File: config.mk
export PLATFORM = sky130hd
export DESIGN_NAME = life_like_automaton_row_step
export DESIGN_NICKNAME = d
export VERILOG_FILES = /design/src/rtl/llars_pkg.sv /design/src/rtl/llars_fifo.sv /design/src/rtl/llars_front.sv /design/src/rtl/llars_back.sv /design/src/rtl/life_like_automaton_row_step.sv
export SDC_FILE = /design/constraint.sdc
export NUM_CORES = 2
export LEC_CHECK = 0
export ABC_CLOCK_PERIOD_IN_PS = 9500
export BUFFER_PORTS_ARGS = -buffer_cell sky130_fd_sc_hd__buf_4
export CAP_MARGIN = 10
export CORE_MARGIN = 3
export CORE_UTILIZATION = 47
export CTS_BUF_LIST = sky130_fd_sc_hd__clkbuf_8
export CTS_CLUSTER_DIAMETER = 30
export CTS_CLUSTER_SIZE = 25
export DETAILED_ROUTE_END_ITERATION = 8
export GPL_TIMING_DRIVEN = 0
export PLACE_DENSITY = 0.71
export SYNTH_ARGS = -nofsm -noshare
export SYNTH_HDL_FRONTEND = slang
export SYNTH_SLANG_ARGS = --single-unit
export TNS_END_PERCENT = 1
File: constraint.sdc
create_clock -name i_clk -period 9.5 [get_ports i_clk]
set_input_delay 0.475 -clock i_clk [delete_from_list [all_inputs] [get_ports i_clk]]
set_output_delay 0.475 -clock i_clk [all_outputs]
set_load 0.02 [all_outputs]
File: src/rtl/llars_pkg.sv
// Shared types, constants and the next-generation function of the row-step automaton.
`default_nettype none

package llars_pkg;

    localparam int LLARS_ROW_W     = 64;   // fixed row field width
    localparam int LLARS_WIDTH     = 64;   // default active columns
    localparam int LLARS_JOB_DEPTH = 2;
    localparam int LLARS_RES_DEPTH = 2;
    localparam int LLARS_MASK_W    = 9;
    localparam int LLARS_CFG_IDX_W = 8;

    localparam logic [LLARS_MASK_W-1:0] LLARS_BIRTH_RST   = 9'd480;  // B5678
    localparam logic [LLARS_MASK_W-1:0] LLARS_SURVIVE_RST = 9'd496;  // S45678

    localparam logic [LLARS_CFG_IDX_W-1:0] CFG_BIRTH_MASK   = 8'd0;
    localparam logic [LLARS_CFG_IDX_W-1:0] CFG_SURVIVE_MASK = 8'd1;

    typedef logic [LLARS_ROW_W-1:0]  t_row;
    typedef logic [LLARS_MASK_W-1:0] t_mask;

    typedef struct packed {
        t_row row_cells;
        logic final_row;
    } t_in_item;

    typedef struct packed {
        t_row next_cells;
        logic last_out;
    } t_out_item;

    // One job: rows a/b/c give the first result ng(a,b,c);
    // with two set, a second result ng(b,c,0) follows.
    typedef struct packed {
        t_row row_a;
        t_row row_b;
        t_row row_c;
        logic two;
        logic last1;
    } t_job;

    typedef struct packed {
        logic full;
        logic empty;
    } t_q_status;

    // Next state of row mid; rows must already be zero beyond the active width.
    function automatic t_row next_gen(input t_row up, input t_row mid, input t_row dn,
                                      input t_mask birth, input t_mask survive);
        logic [LLARS_ROW_W+1:0] u;
        logic [LLARS_ROW_W+1:0] m;
        logic [LLARS_ROW_W+1:0] d;
        t_row                   res;
        logic [3:0]             n;
        t_mask                  rule;
        u = {1'b0, up, 1'b0};
        m = {1'b0, mid, 1'b0};
        d = {1'b0, dn, 1'b0};
        res = '0;
        for (int i = 0; i < LLARS_ROW_W; i++) begin
            n = 4'(u[i]) + 4'(u[i+1]) + 4'(u[i+2]) + 4'(m[i]) + 4'(m[i+2])
              + 4'(d[i]) + 4'(d[i+1]) + 4'(d[i+2]);
            rule = m[i+1] ? survive : birth;
            res[i] = rule[n];
        end
        return res;
    endfunction

endpackage

`default_nettype wire

File: src/rtl/llars_fifo.sv
// Small register queue used between the stages and at the result side.
`default_nettype none

module llars_fifo
    import llars_pkg::*;
#(
    parameter int DW    = 1,
    parameter int DEPTH = LLARS_JOB_DEPTH
) (
    input  wire logic          i_clk,
    input  wire logic          i_rst_n,
    input  wire logic          i_push,
    input  wire logic [DW-1:0] i_wdata,
    input  wire logic          i_pop,
    output logic      [DW-1:0] o_rdata,
    output t_q_status          o_status
);

    localparam int AW = (DEPTH > 1) ? $clog2(DEPTH) : 1;
    localparam int CW = $clog2(DEPTH + 1);

    logic [DW-1:0] r_mem [DEPTH];
    logic [AW-1:0] r_wptr, n_wptr;
    logic [AW-1:0] r_rptr, n_rptr;
    logic [CW-1:0] r_count, n_count;

    always_comb begin
        n_wptr  = r_wptr;
        n_rptr  = r_rptr;
        n_count = r_count;
        if (i_push) begin
            n_wptr = (r_wptr == AW'(DEPTH - 1)) ? '0 : r_wptr + 1'b1;
        end
        if (i_pop) begin
            n_rptr = (r_rptr == AW'(DEPTH - 1)) ? '0 : r_rptr + 1'b1;
        end
        if (i_push && !i_pop) begin
            n_count = r_count + 1'b1;
        end else if (!i_push && i_pop) begin
            n_count = r_count - 1'b1;
        end
    end

    always_ff @(posedge i_clk) begin
        if (!i_rst_n) begin
            r_wptr  <= '0;
            r_rptr  <= '0;
            r_count <= '0;
        end else begin
            r_wptr  <= n_wptr;
            r_rptr  <= n_rptr;
            r_count <= n_count;
        end
    end

    always_ff @(posedge i_clk) begin
        if (i_push) begin
            r_mem[r_wptr] <= i_wdata;
        end
    end

    assign o_rdata        = r_mem[r_rptr];
    assign o_status.full  = (r_count == CW'(DEPTH));
    assign o_status.empty = (r_count == '0);

`ifndef ASSERT_OFF
    a_no_overflow: assert property (@(posedge i_clk) disable iff (!i_rst_n)
        i_push |-> (!o_status.full || i_pop))
        else $error("push into full queue");
    a_no_underflow: assert property (@(posedge i_clk) disable iff (!i_rst_n)
        i_pop |-> !o_status.empty)
        else $error("pop from empty queue");
`endif

endmodule

`default_nettype wire

File: src/rtl/llars_front.sv
// Front stage: takes rows, keeps the row window and issues jobs.
`default_nettype none

module llars_front
    import llars_pkg::*;
#(
    parameter int WIDTH = LLARS_WIDTH
) (
    input  wire logic      i_clk,
    input  wire logic      i_rst_n,
    input  wire logic      i_push,
    input  wire t_in_item  i_item,
    input  wire t_q_status i_job_status,
    output logic           o_full,
    output logic           o_job_push,
    output t_job           o_job
);

    localparam t_row WMASK = {LLARS_ROW_W{1'b1}} >> (LLARS_ROW_W - WIDTH);

    t_row r_above, n_above;
    t_row r_middle, n_middle;
    logic r_pending, n_pending;
    logic accept;
    t_row row;

    assign o_full = i_job_status.full;
    assign accept = i_push && !i_job_status.full;
    assign row    = i_item.row_cells & WMASK;

    always_comb begin
        n_above    = r_above;
        n_middle   = r_middle;
        n_pending  = r_pending;
        o_job_push = 1'b0;
        o_job      = '{row_a: r_above, row_b: r_middle, row_c: row,
                       two: i_item.final_row, last1: 1'b0};
        if (accept) begin
            if (!r_pending) begin
                if (i_item.final_row) begin
                    // single-row grid
                    o_job_push = 1'b1;
                    o_job      = '{row_a: '0, row_b: row, row_c: '0,
                                   two: 1'b0, last1: 1'b1};
                    n_above    = '0;
                    n_middle   = '0;
                end else begin
                    // first row: hold it, nothing owed yet
                    n_above   = '0;
                    n_middle  = row;
                    n_pending = 1'b1;
                end
            end else begin
                o_job_push = 1'b1;
                n_above    = r_middle;
                n_middle   = row;
                if (i_item.final_row) begin
                    n_above   = '0;
                    n_middle  = '0;
                    n_pending = 1'b0;
                end
            end
        end
    end

    always_ff @(posedge i_clk) begin
        if (!i_rst_n) begin
            r_above   <= '0;
            r_middle  <= '0;
            r_pending <= 1'b0;
        end else begin
            r_above   <= n_above;
            r_middle  <= n_middle;
            r_pending <= n_pending;
        end
    end

`ifndef ASSERT_OFF
    a_final_clears: assert property (@(posedge i_clk) disable iff (!i_rst_n)
        (accept && i_item.final_row) |=> !r_pending)
        else $error("row window still pending after final row");
    a_pending_issues: assert property (@(posedge i_clk) disable iff (!i_rst_n)
        (accept && r_pending) |-> o_job_push)
        else $error("held row accepted without job");
`endif

endmodule

`default_nettype wire

File: src/rtl/llars_back.sv
// Back stage: neighbor-count unit per job, one result row per cycle unless stalled.
`default_nettype none

module llars_back
    import llars_pkg::*;
#(
    parameter int WIDTH = LLARS_WIDTH
) (
    input  wire logic      i_clk,
    input  wire logic      i_rst_n,
    input  wire t_job      i_job,
    input  wire t_q_status i_job_status,
    input  wire t_q_status i_res_status,
    input  wire t_mask     i_birth,
    input  wire t_mask     i_survive,
    output logic           o_job_pop,
    output logic           o_res_push,
    output t_out_item      o_res
);

    localparam t_row WMASK = {LLARS_ROW_W{1'b1}} >> (LLARS_ROW_W - WIDTH);

    logic r_phase, n_phase;   // high: second result of a final-row job
    logic fire;
    t_row up, mid, dn;

    assign fire = !i_job_status.empty && !i_res_status.full;

    always_comb begin
        up  = r_phase ? i_job.row_b : i_job.row_a;
        mid = r_phase ? i_job.row_c : i_job.row_b;
        dn  = r_phase ? '0          : i_job.row_c;
    end

    always_comb begin
        o_res_push        = fire;
        o_res.next_cells  = next_gen(up, mid, dn, i_birth, i_survive) & WMASK;
        o_res.last_out    = r_phase || i_job.last1;
        o_job_pop         = fire && (r_phase || !i_job.two);
        n_phase           = r_phase;
        if (fire) begin
            n_phase = !r_phase && i_job.two;
        end
    end

    always_ff @(posedge i_clk) begin
        if (!i_rst_n) begin
            r_phase <= 1'b0;
        end else begin
            r_phase <= n_phase;
        end
    end

`ifndef ASSERT_OFF
    a_phase_job: assert property (@(posedge i_clk) disable iff (!i_rst_n)
        r_phase |-> (!i_job_status.empty && i_job.two))
        else $error("second result without a two-result job");
`endif

endmodule

`default_nettype wire

File: src/rtl/life_like_automaton_row_step.sv
// Top level of the row-streamed Life-like automaton (B/S rule), one generation.
`default_nettype none

// Rows of a grid are pushed top first, one transaction per row; the block
// returns the next generation of each row once the row below it has arrived,
// and the row marked final_row returns both the row above it and itself
// (last_out set on the latter). A single-row grid gives one result. Cells
// outside the grid, including columns at or above WIDTH, count as dead and
// come back as zero. A row is accepted every cycle while full is low; a final
// row that follows other rows makes the shared neighbor-count unit in the back
// stage produce two results from that job, one after the other. The job queue
// between front and back stage absorbs that, since the first row of the next
// grid issues no job; while the result queue does not fill, only a single-row
// grid right behind such a final row sees full for one cycle.
// A result passes through the registered job queue and result queue before it
// reaches the result queue head; the second result of a final row follows it.
// The birth and survive masks reset to B5678/S45678 and are written through
// the configuration channel (index 0 birth, 1 survive, other indexes ignored),
// which is always ready; write them only while no row is in flight.

module life_like_automaton_row_step
    import llars_pkg::*;
#(
    parameter int WIDTH     = LLARS_WIDTH,
    parameter int JOB_DEPTH = LLARS_JOB_DEPTH,
    parameter int RES_DEPTH = LLARS_RES_DEPTH
) (
    input  wire logic                       i_clk,
    input  wire logic                       i_rst_n,
    // input row queue side
    input  wire logic                       push,
    output logic                            full,
    input  wire t_in_item                   i_in_item,
    // result queue side
    output logic                            empty,
    input  wire logic                       pop,
    output t_out_item                       o_out_item,
    // configuration write channel
    input  wire logic                       i_cfg_valid,
    output logic                            o_cfg_ready,
    input  wire logic [LLARS_CFG_IDX_W-1:0] i_cfg_index,
    input  wire logic [LLARS_MASK_W-1:0]    i_cfg_data
);

    t_mask     r_birth;
    t_mask     r_survive;

    t_job      job_in, job_out;
    logic      job_push, job_pop;
    t_q_status job_status;

    t_out_item res_in;
    logic      res_push;
    t_q_status res_status;

    // Rule registers; a transaction to an unknown index is dropped.
    assign o_cfg_ready = 1'b1;

    always_ff @(posedge i_clk) begin
        if (!i_rst_n) begin
            r_birth   <= LLARS_BIRTH_RST;
            r_survive <= LLARS_SURVIVE_RST;
        end else if (i_cfg_valid && o_cfg_ready) begin
            unique case (i_cfg_index)
                CFG_BIRTH_MASK:   r_birth   <= i_cfg_data;
                CFG_SURVIVE_MASK: r_survive <= i_cfg_data;
                default: ;
            endcase
        end
    end

    // Front stage: row window and job issue.
    llars_front #(
        .WIDTH(WIDTH)
    ) u_front (
        .i_clk       (i_clk),
        .i_rst_n     (i_rst_n),
        .i_push      (push),
        .i_item      (i_in_item),
        .i_job_status(job_status),
        .o_full      (full),
        .o_job_push  (job_push),
        .o_job       (job_in)
    );

    // Job queue decoupling front and back.
    llars_fifo #(
        .DW   ($bits(t_job)),
        .DEPTH(JOB_DEPTH)
    ) u_job_q (
        .i_clk   (i_clk),
        .i_rst_n (i_rst_n),
        .i_push  (job_push),
        .i_wdata (job_in),
        .i_pop   (job_pop),
        .o_rdata (job_out),
        .o_status(job_status)
    );

    // Back stage: neighbor counts and rule lookup.
    llars_back #(
        .WIDTH(WIDTH)
    ) u_back (
        .i_clk       (i_clk),
        .i_rst_n     (i_rst_n),
        .i_job       (job_out),
        .i_job_status(job_status),
        .i_res_status(res_status),
        .i_birth     (r_birth),
        .i_survive   (r_survive),
        .o_job_pop   (job_pop),
        .o_res_push  (res_push),
        .o_res       (res_in)
    );

    // Result queue; its head drives the output ports.
    llars_fifo #(
        .DW   ($bits(t_out_item)),
        .DEPTH(RES_DEPTH)
    ) u_res_q (
        .i_clk   (i_clk),
        .i_rst_n (i_rst_n),
        .i_push  (res_push),
        .i_wdata (res_in),
        .i_pop   (pop && !empty),
        .o_rdata (o_out_item),
        .o_status(res_status)
    );

    assign empty = res_status.empty;

endmodule

`default_nettype wire
# [After elaboration in Yosys (flattened, before gate mapping)]
# Memories as Yosys holds them, arrays and structs flattened. A register that Yosys moved wholly into a read port is not among the register bits.
# Cells that the tools add are included.
[totals] regBits=156 ram_bits=518 in_bits=87 out_inout_bits=68 word_cells=779 mem_count=2
[classes] add_sub_neg=449 order_cmp=64 n_eq_ne=3 mux=221 n_reduce_logical=28
[memory_table] memory="u_job_q.r_mem" words=2 word_bits=194 read_ports=1 rd_clocked_by_memory_dff=1 write_ports=1 line_no="llars_fifo.sv:22" text="logic [DW-1:0] r_mem [DEPTH];"
[memory_table] memory="u_res_q.r_mem" words=2 word_bits=65 read_ports=1 rd_clocked_by_memory_dff=1 write_ports=1 line_no="llars_fifo.sv:22"
[ops] cell="$add A4 B1 Y4" n=377
[ops] cell="$mux W194" n=3
[ops] cell="$mux W9" n=64
[ops] cell="$mux W64" n=6
[ops] cell="$lt A4 B5 Y1 const B" n=64
[ops] cell="$bmux W1 S4" n=64
[ops] cell="$add A1 B1 Y2" n=63
[ops] cell="$mux W1" n=80
[ops] cell="$logic_not A1 Y1" n=10
[ops] cell="$logic_and A1 B1 Y1" n=9
[ops] cell="$eq A8 B1 Y1 const B" n=1
[ops] cell="$logic_not A8 Y1" n=1
[ops] cell="$mux W2" n=4
[ops] cell="$add A1 B1 Y1 const B" n=4
[ops] cell="$add A2 B1 Y2 const B" n=2
[ops] cell="$eq A2 B2 Y1 const B" n=2
[ops] cell="$logic_not A2 Y1" n=2
[ops] cell="$reduce_and A2 Y1" n=2
[ops] cell="$reduce_bool A2 Y1" n=2
[ops] cell="$sub A2 B1 Y2 const B" n=2
[ops] cell="$add A2 B1 Y3" n=1
[ops] cell="$logic_or A1 B1 Y1" n=2

# [Logic depth before layout (Yosys ltp)]
[depth] word_depth=10 depth_mapped=25 depth_no_buf=18

# [Cells and area by module]
# A second synthesis with hierarchy kept.
[hier_totals] hier_cells=4010 area_unflattened_um2=50121.8
[modules_own_cells] module="llars_back" n_inst=1 cells_per_inst=2431 area_per_inst_um2=23239.8 seq_area_each_um2=20.0
[modules_own_cells] module="llars_fifo (u_job_q)" n_inst=1 cells_per_inst=626 area_per_inst_um2=14885.5 seq_area_each_um2=11751.3
[modules_own_cells] module="llars_front" n_inst=1 cells_per_inst=652 area_per_inst_um2=6277.3 seq_area_each_um2=2582.5
[modules_own_cells] module="llars_fifo (u_res_q)" n_inst=1 cells_per_inst=224 area_per_inst_um2=4923.5 seq_area_each_um2=4003.8
[modules_own_cells] module="life_like_automaton_row_step" n_inst=1 cells_per_inst=77 area_per_inst_um2=795.8 seq_area_each_um2=360.3

# [Worst setup path before layout]
# No wires, ideal clock.
[synth_timing] kind="input to register" start="in i_in_item[0] in the netlist's numbering" end="reg u_job_q.r_wptr" setup_ns=0.096 t_arrival_ns=9.819 t_required_ns=9.404 slack_ns=-0.415 path_stages=5 n_path_buf=2 path_cell_list="clkbuf_1 > clkbuf_1 > o21ai_0 > nor2_1 > o21a_1"
[synth_via] elab_chain_len=3
[synth_lines] element="start, declared" line_no="life_like_automaton_row_step.sv:33" text="input wire t_in_item i_in_item,"
[synth_lines] element="$mux W1" line_no="llars_front.sv:40" text="if (i_item.final_row) begin"
[synth_lines] element="$mux W1" line_no="llars_front.sv:39" text="if (!r_pending) begin"
[synth_lines] element="$mux W1" line_no="llars_front.sv:38" text="if (accept) begin"
[synth_lines] element="end signal, assigned" line_no="llars_fifo.sv:50" text="r_wptr <= n_wptr;"
[synth_lines] element="end, declared" line_no="llars_fifo.sv:23" text="logic [AW-1:0] r_wptr, n_wptr;"
# Every way passes these cells.
# A chain may end at the register's enable or synchronous reset.

==> summary.md <==
| Metric | Value |
|---|---|
| Status | `completed` |
| FF+latch count, synth | `676` |
| Post-synth top area cell | `edfxtp_1` |
| Router iterations before antenna repair | `9` |
| Unique masters post-synth | `70` |
| Worst-Margin Slew | `1.42 ns` |
| First-pass GRT wire length | `247000 microns` |
| H-Tree Level Count | `3` |
| Reg area | `between 0.015 and 0.02 sq mm` |
| Hold_sp | `i_in_item[17]` |
| Share of cells above drive strength 1 | `21.0%` |
| RR Endpoint | `u_res_q.r_mem[0][51]` |
| Final hold viol count | `0` |
| Post-DP HPWL | `roughly 130000 microns` |
| Remaining global-route overflow | `0` |
| Area Overhead vs Synth | `12.9%` |
| Clk buf depth | `3` |
| Worst reg2reg path depth | `23` |
| Wire per inst | `28.4 microns` |
| Post-synth EDFFs | `518` |
| Critical path class | `reg2reg` |
| Critical Path RT | `9.98 ns` |
| Hold Path Cell Cnt | `2` |
| Buffers on Ports | `151` |
| CTS root buffer | `clkbuf_8` |
| Syn Area/Cell | `around 12 sq um` |
| Vias in the first global route | `37187` |
| CTS tree | `yes` |
| CP Max Fanout | `10` |
| Final ANT Viol Nets | `0` |
| Ys Warns | `0` |
| Gates resized, CTS repair | `0` |
| I/O pins | `approximately 160` |
| Post-synthesis sequential area ratio | `36.7%` |
| Maxcap violations | `0` |
| 1st-iter DRT viols | `between 4000 and 5000` |
| Slew margin rel. | `4.57%` |
| Fin util | `53.7%` |
| Max Slew Vio Count | `0` |
| DRC | `0` |
| Core Rows | `120` |
| Ranking of synthesized cells by area | `edfxtp_1 (30%), mux4_2 (11%), fa_1 (9.9%)` |
| Antenna violations before repair | `9` |
| Unrepaired setup endpoints after global routing | `no` |
| DIE AREA | `0.113 sq mm` |
| Tot GR Track Use | `a little under a third` |
| Setup violations, final | `0` |
| Total core area | `0.107 sq mm` |
| Period Utilization, post-route | `94.7%` |
| Clock Pin Slew Worst Setup and Hold Paths | `0.07 ns` |
| Met3 WL | `23000 microns` |
| Via Count | `37832` |
| Gpl congestion | `1.02` |
| Synth top area share | `30.5%` |
| Final setup skew | `roughly 0.063 ns` |
| Hold buffers post-CTS | `49` |
| Vias/cell | `6.24` |
| Mapped Cells | `4204` |
| Fmax | `0.111 GHz` |
| WHS Endpoint | `u_job_q.r_mem[1][82]` |
| Final min period | `9.00 ns` |
| Async SR Flop Fraction | `0%` |
| Fillers | `~9000` |
| WL met2 | `around 75000 microns` |
| Multi-input logic area | `0.0291 sq mm` |
| Drt total wl | `about 170000 microns` |
| Chip height | `roughly 340 microns` |
| Reg-to-Reg Start | `u_back.r_phase` |
| Worst Hold Class | `in2reg` |
| Most common cell in the synthesized netlist | `edfxtp_1` |
| Internal reg-to-reg setup slack | `around 0.50 ns` |
| Origin of the worst setup path | `u_back.r_phase` |
| DIE WIDTH | `336 microns` |
| Net count, final | `~5000` |
| Worst EP arrival | `around 9.5 ns` |
| Top_reg_cell synth | `edfxtp_1` |
| Top Metal Used | `met5` |
| Post-synthesis instance area | `0.0510 sq mm` |
| Synth top cells by count | `edfxtp_1 (518), inv_1 (448), mux2i_1 (374)` |
| Worst skew pair latency | `0.84 ns` |
| Crit path capture type | `flop` |
| Starting Density | `47.6%` |
| Met1 WL | `66000 microns` |
| Largest net degree at the start of global routing | `64` |
| Startpoint class of the critical path | `flop` |
| Syn Nets | `4734` |
| Post-CTS Setup Bufs | `0` |
| Clock sink count | `676` |
| CTS buffer count | `121` |
cells by family (layout without fill, tap and decap cells):
| group | count (synthesis) | after routing | synth area share, % |
|---|---|---|---|
| multiplexers | 822 | 822 | 23.1 |
| buffers and inverters | 801 | 1243 | 6.37 |
| other | 1 | 10 | 0.00735 |
| AND/OR/NAND/NOR | 912 | 912 | 11.1 |
| XOR/XNOR | 52 | 52 | 0.892 |
| adder cells (fa/ha/maj) | 443 | 443 | 14.6 |
| AO/OA/AOI/OAI | 497 | 497 | 7.33 |
| flip-flops | 676 | 676 | 36.7 |
final cells by class:
| type | count | share of cell area [%] |
|---|---|---|
| sequential | 676 | 32.5 |
| timing repair buffer | 214 | 3.39 |
| inverter | 465 | 3.03 |
| multi-input combinational | 2727 | 50.5 |
| tap | 1403 | 3.05 |
| buffer | 336 | 2.61 |
| clock inverter | 101 | 1.89 |
| antenna | 9 | 0.0391 |
| clock buffer | 127 | 3.03 |
worst max-delay path, stage by stage, from the launching register on:
cell,delay (ns)
dfxtp_1,0.34
buf_2,0.31
buf_2,0.47
clkbuf_1,0.68
clkbuf_1,0.51
clkbuf_1,0.77
clkbuf_1,0.69
a211oi_1,0.11
a21oi_1,0.63
ha_1,0.25
inv_1,0.05
fa_1,0.52
inv_1,0.05
fa_1,0.53
inv_1,0.06
fa_1,0.41
inv_1,0.08
fa_1,0.40
clkbuf_1,0.22
nor4bb_1,0.18
mux2i_1,0.20
o2111a_1,0.26
a22oi_1,0.08
o211ai_1,0.76
metal layers:
| layer | vias to the layer above | GRT usage [%] |
|---|---|---|
| met2 | 2529 | 44.7 |
| li1 | 16109 | - |
| met5 | - | 0 |
| met4 | 8 | 13.2 |
| met1 | 18661 | 39.9 |
| met3 | 525 | 10.3 |
placed cells by master (no fill, tap or decap), drive strengths merged, types with 40 or more instances in the layout:
cell / synthesis / layout
inv: 448 / 479
edfxtp: 518 / 518
mux4: 260 / 260
a21oi: 110 / 110
a22oi: 90 / 90
dlygate4sd3: 0 / 49
mux2i: 374 / 374
clkinv: 17 / 58
nand2: 101 / 101
clkbuf: 235 / 362
nor4bb: 66 / 66
nor2: 60 / 60
mux2: 188 / 188
o21ai: 56 / 56
nor3b: 67 / 67
buf: 101 / 266
o211ai: 40 / 40
ha: 191 / 191
or2: 56 / 56
nand3: 62 / 62
dfxtp: 158 / 158
fa: 252 / 252
xor2: 46 / 46
nor2b: 364 / 364
worst max-delay path by stage:
stage,end,cells after the start
final,u_res_q.r_mem[0][51],23
after global routing,u_res_q.r_mem[0][51],23
after CTS,u_res_q.r_mem[0][51],23
after detailed placement,u_res_q.r_mem[1][51],23
after global placement,u_job_q.r_mem[0][19],4
after floorplan,u_job_q.r_mem[0][0],4
state kept, by name (all words and copies together) (netlist names), named ones only:
register / flops
u_job_q.r_mem: 388
u_res_q.r_mem: 130
u_front.r_above: 64
u_front.r_middle: 64
r_birth: 9
r_survive: 9
u_job_q.r_count: 2
u_res_q.r_count: 2
u_back.r_phase: 1
u_front.r_pending: 1
u_job_q.r_rptr: 1
u_job_q.r_wptr: 1
u_res_q.r_rptr: 1
u_res_q.r_wptr: 1
through the flow:
stage	setup slack (ns)	area, sq um	hold slack [ns]	TNS, ns	std cells
6_report	0.504	57600	0.0474	0	6058
5_1_grt	0.634	57600	0.0318	0	6052
4_1_cts	0.997	57600	0.000203	0	6048
3_5_place_dp	1.03	54300	0.514	0	5771
3_3_place_gp	-0.735	53900	0.499	-136.07	5758
2_1_floorplan	2.87	51100	0.478	0	4204
Power is left out: the tool's default activity adds up to more than one toggle a clock period on the data nets, which glitch-free logic cannot reach.
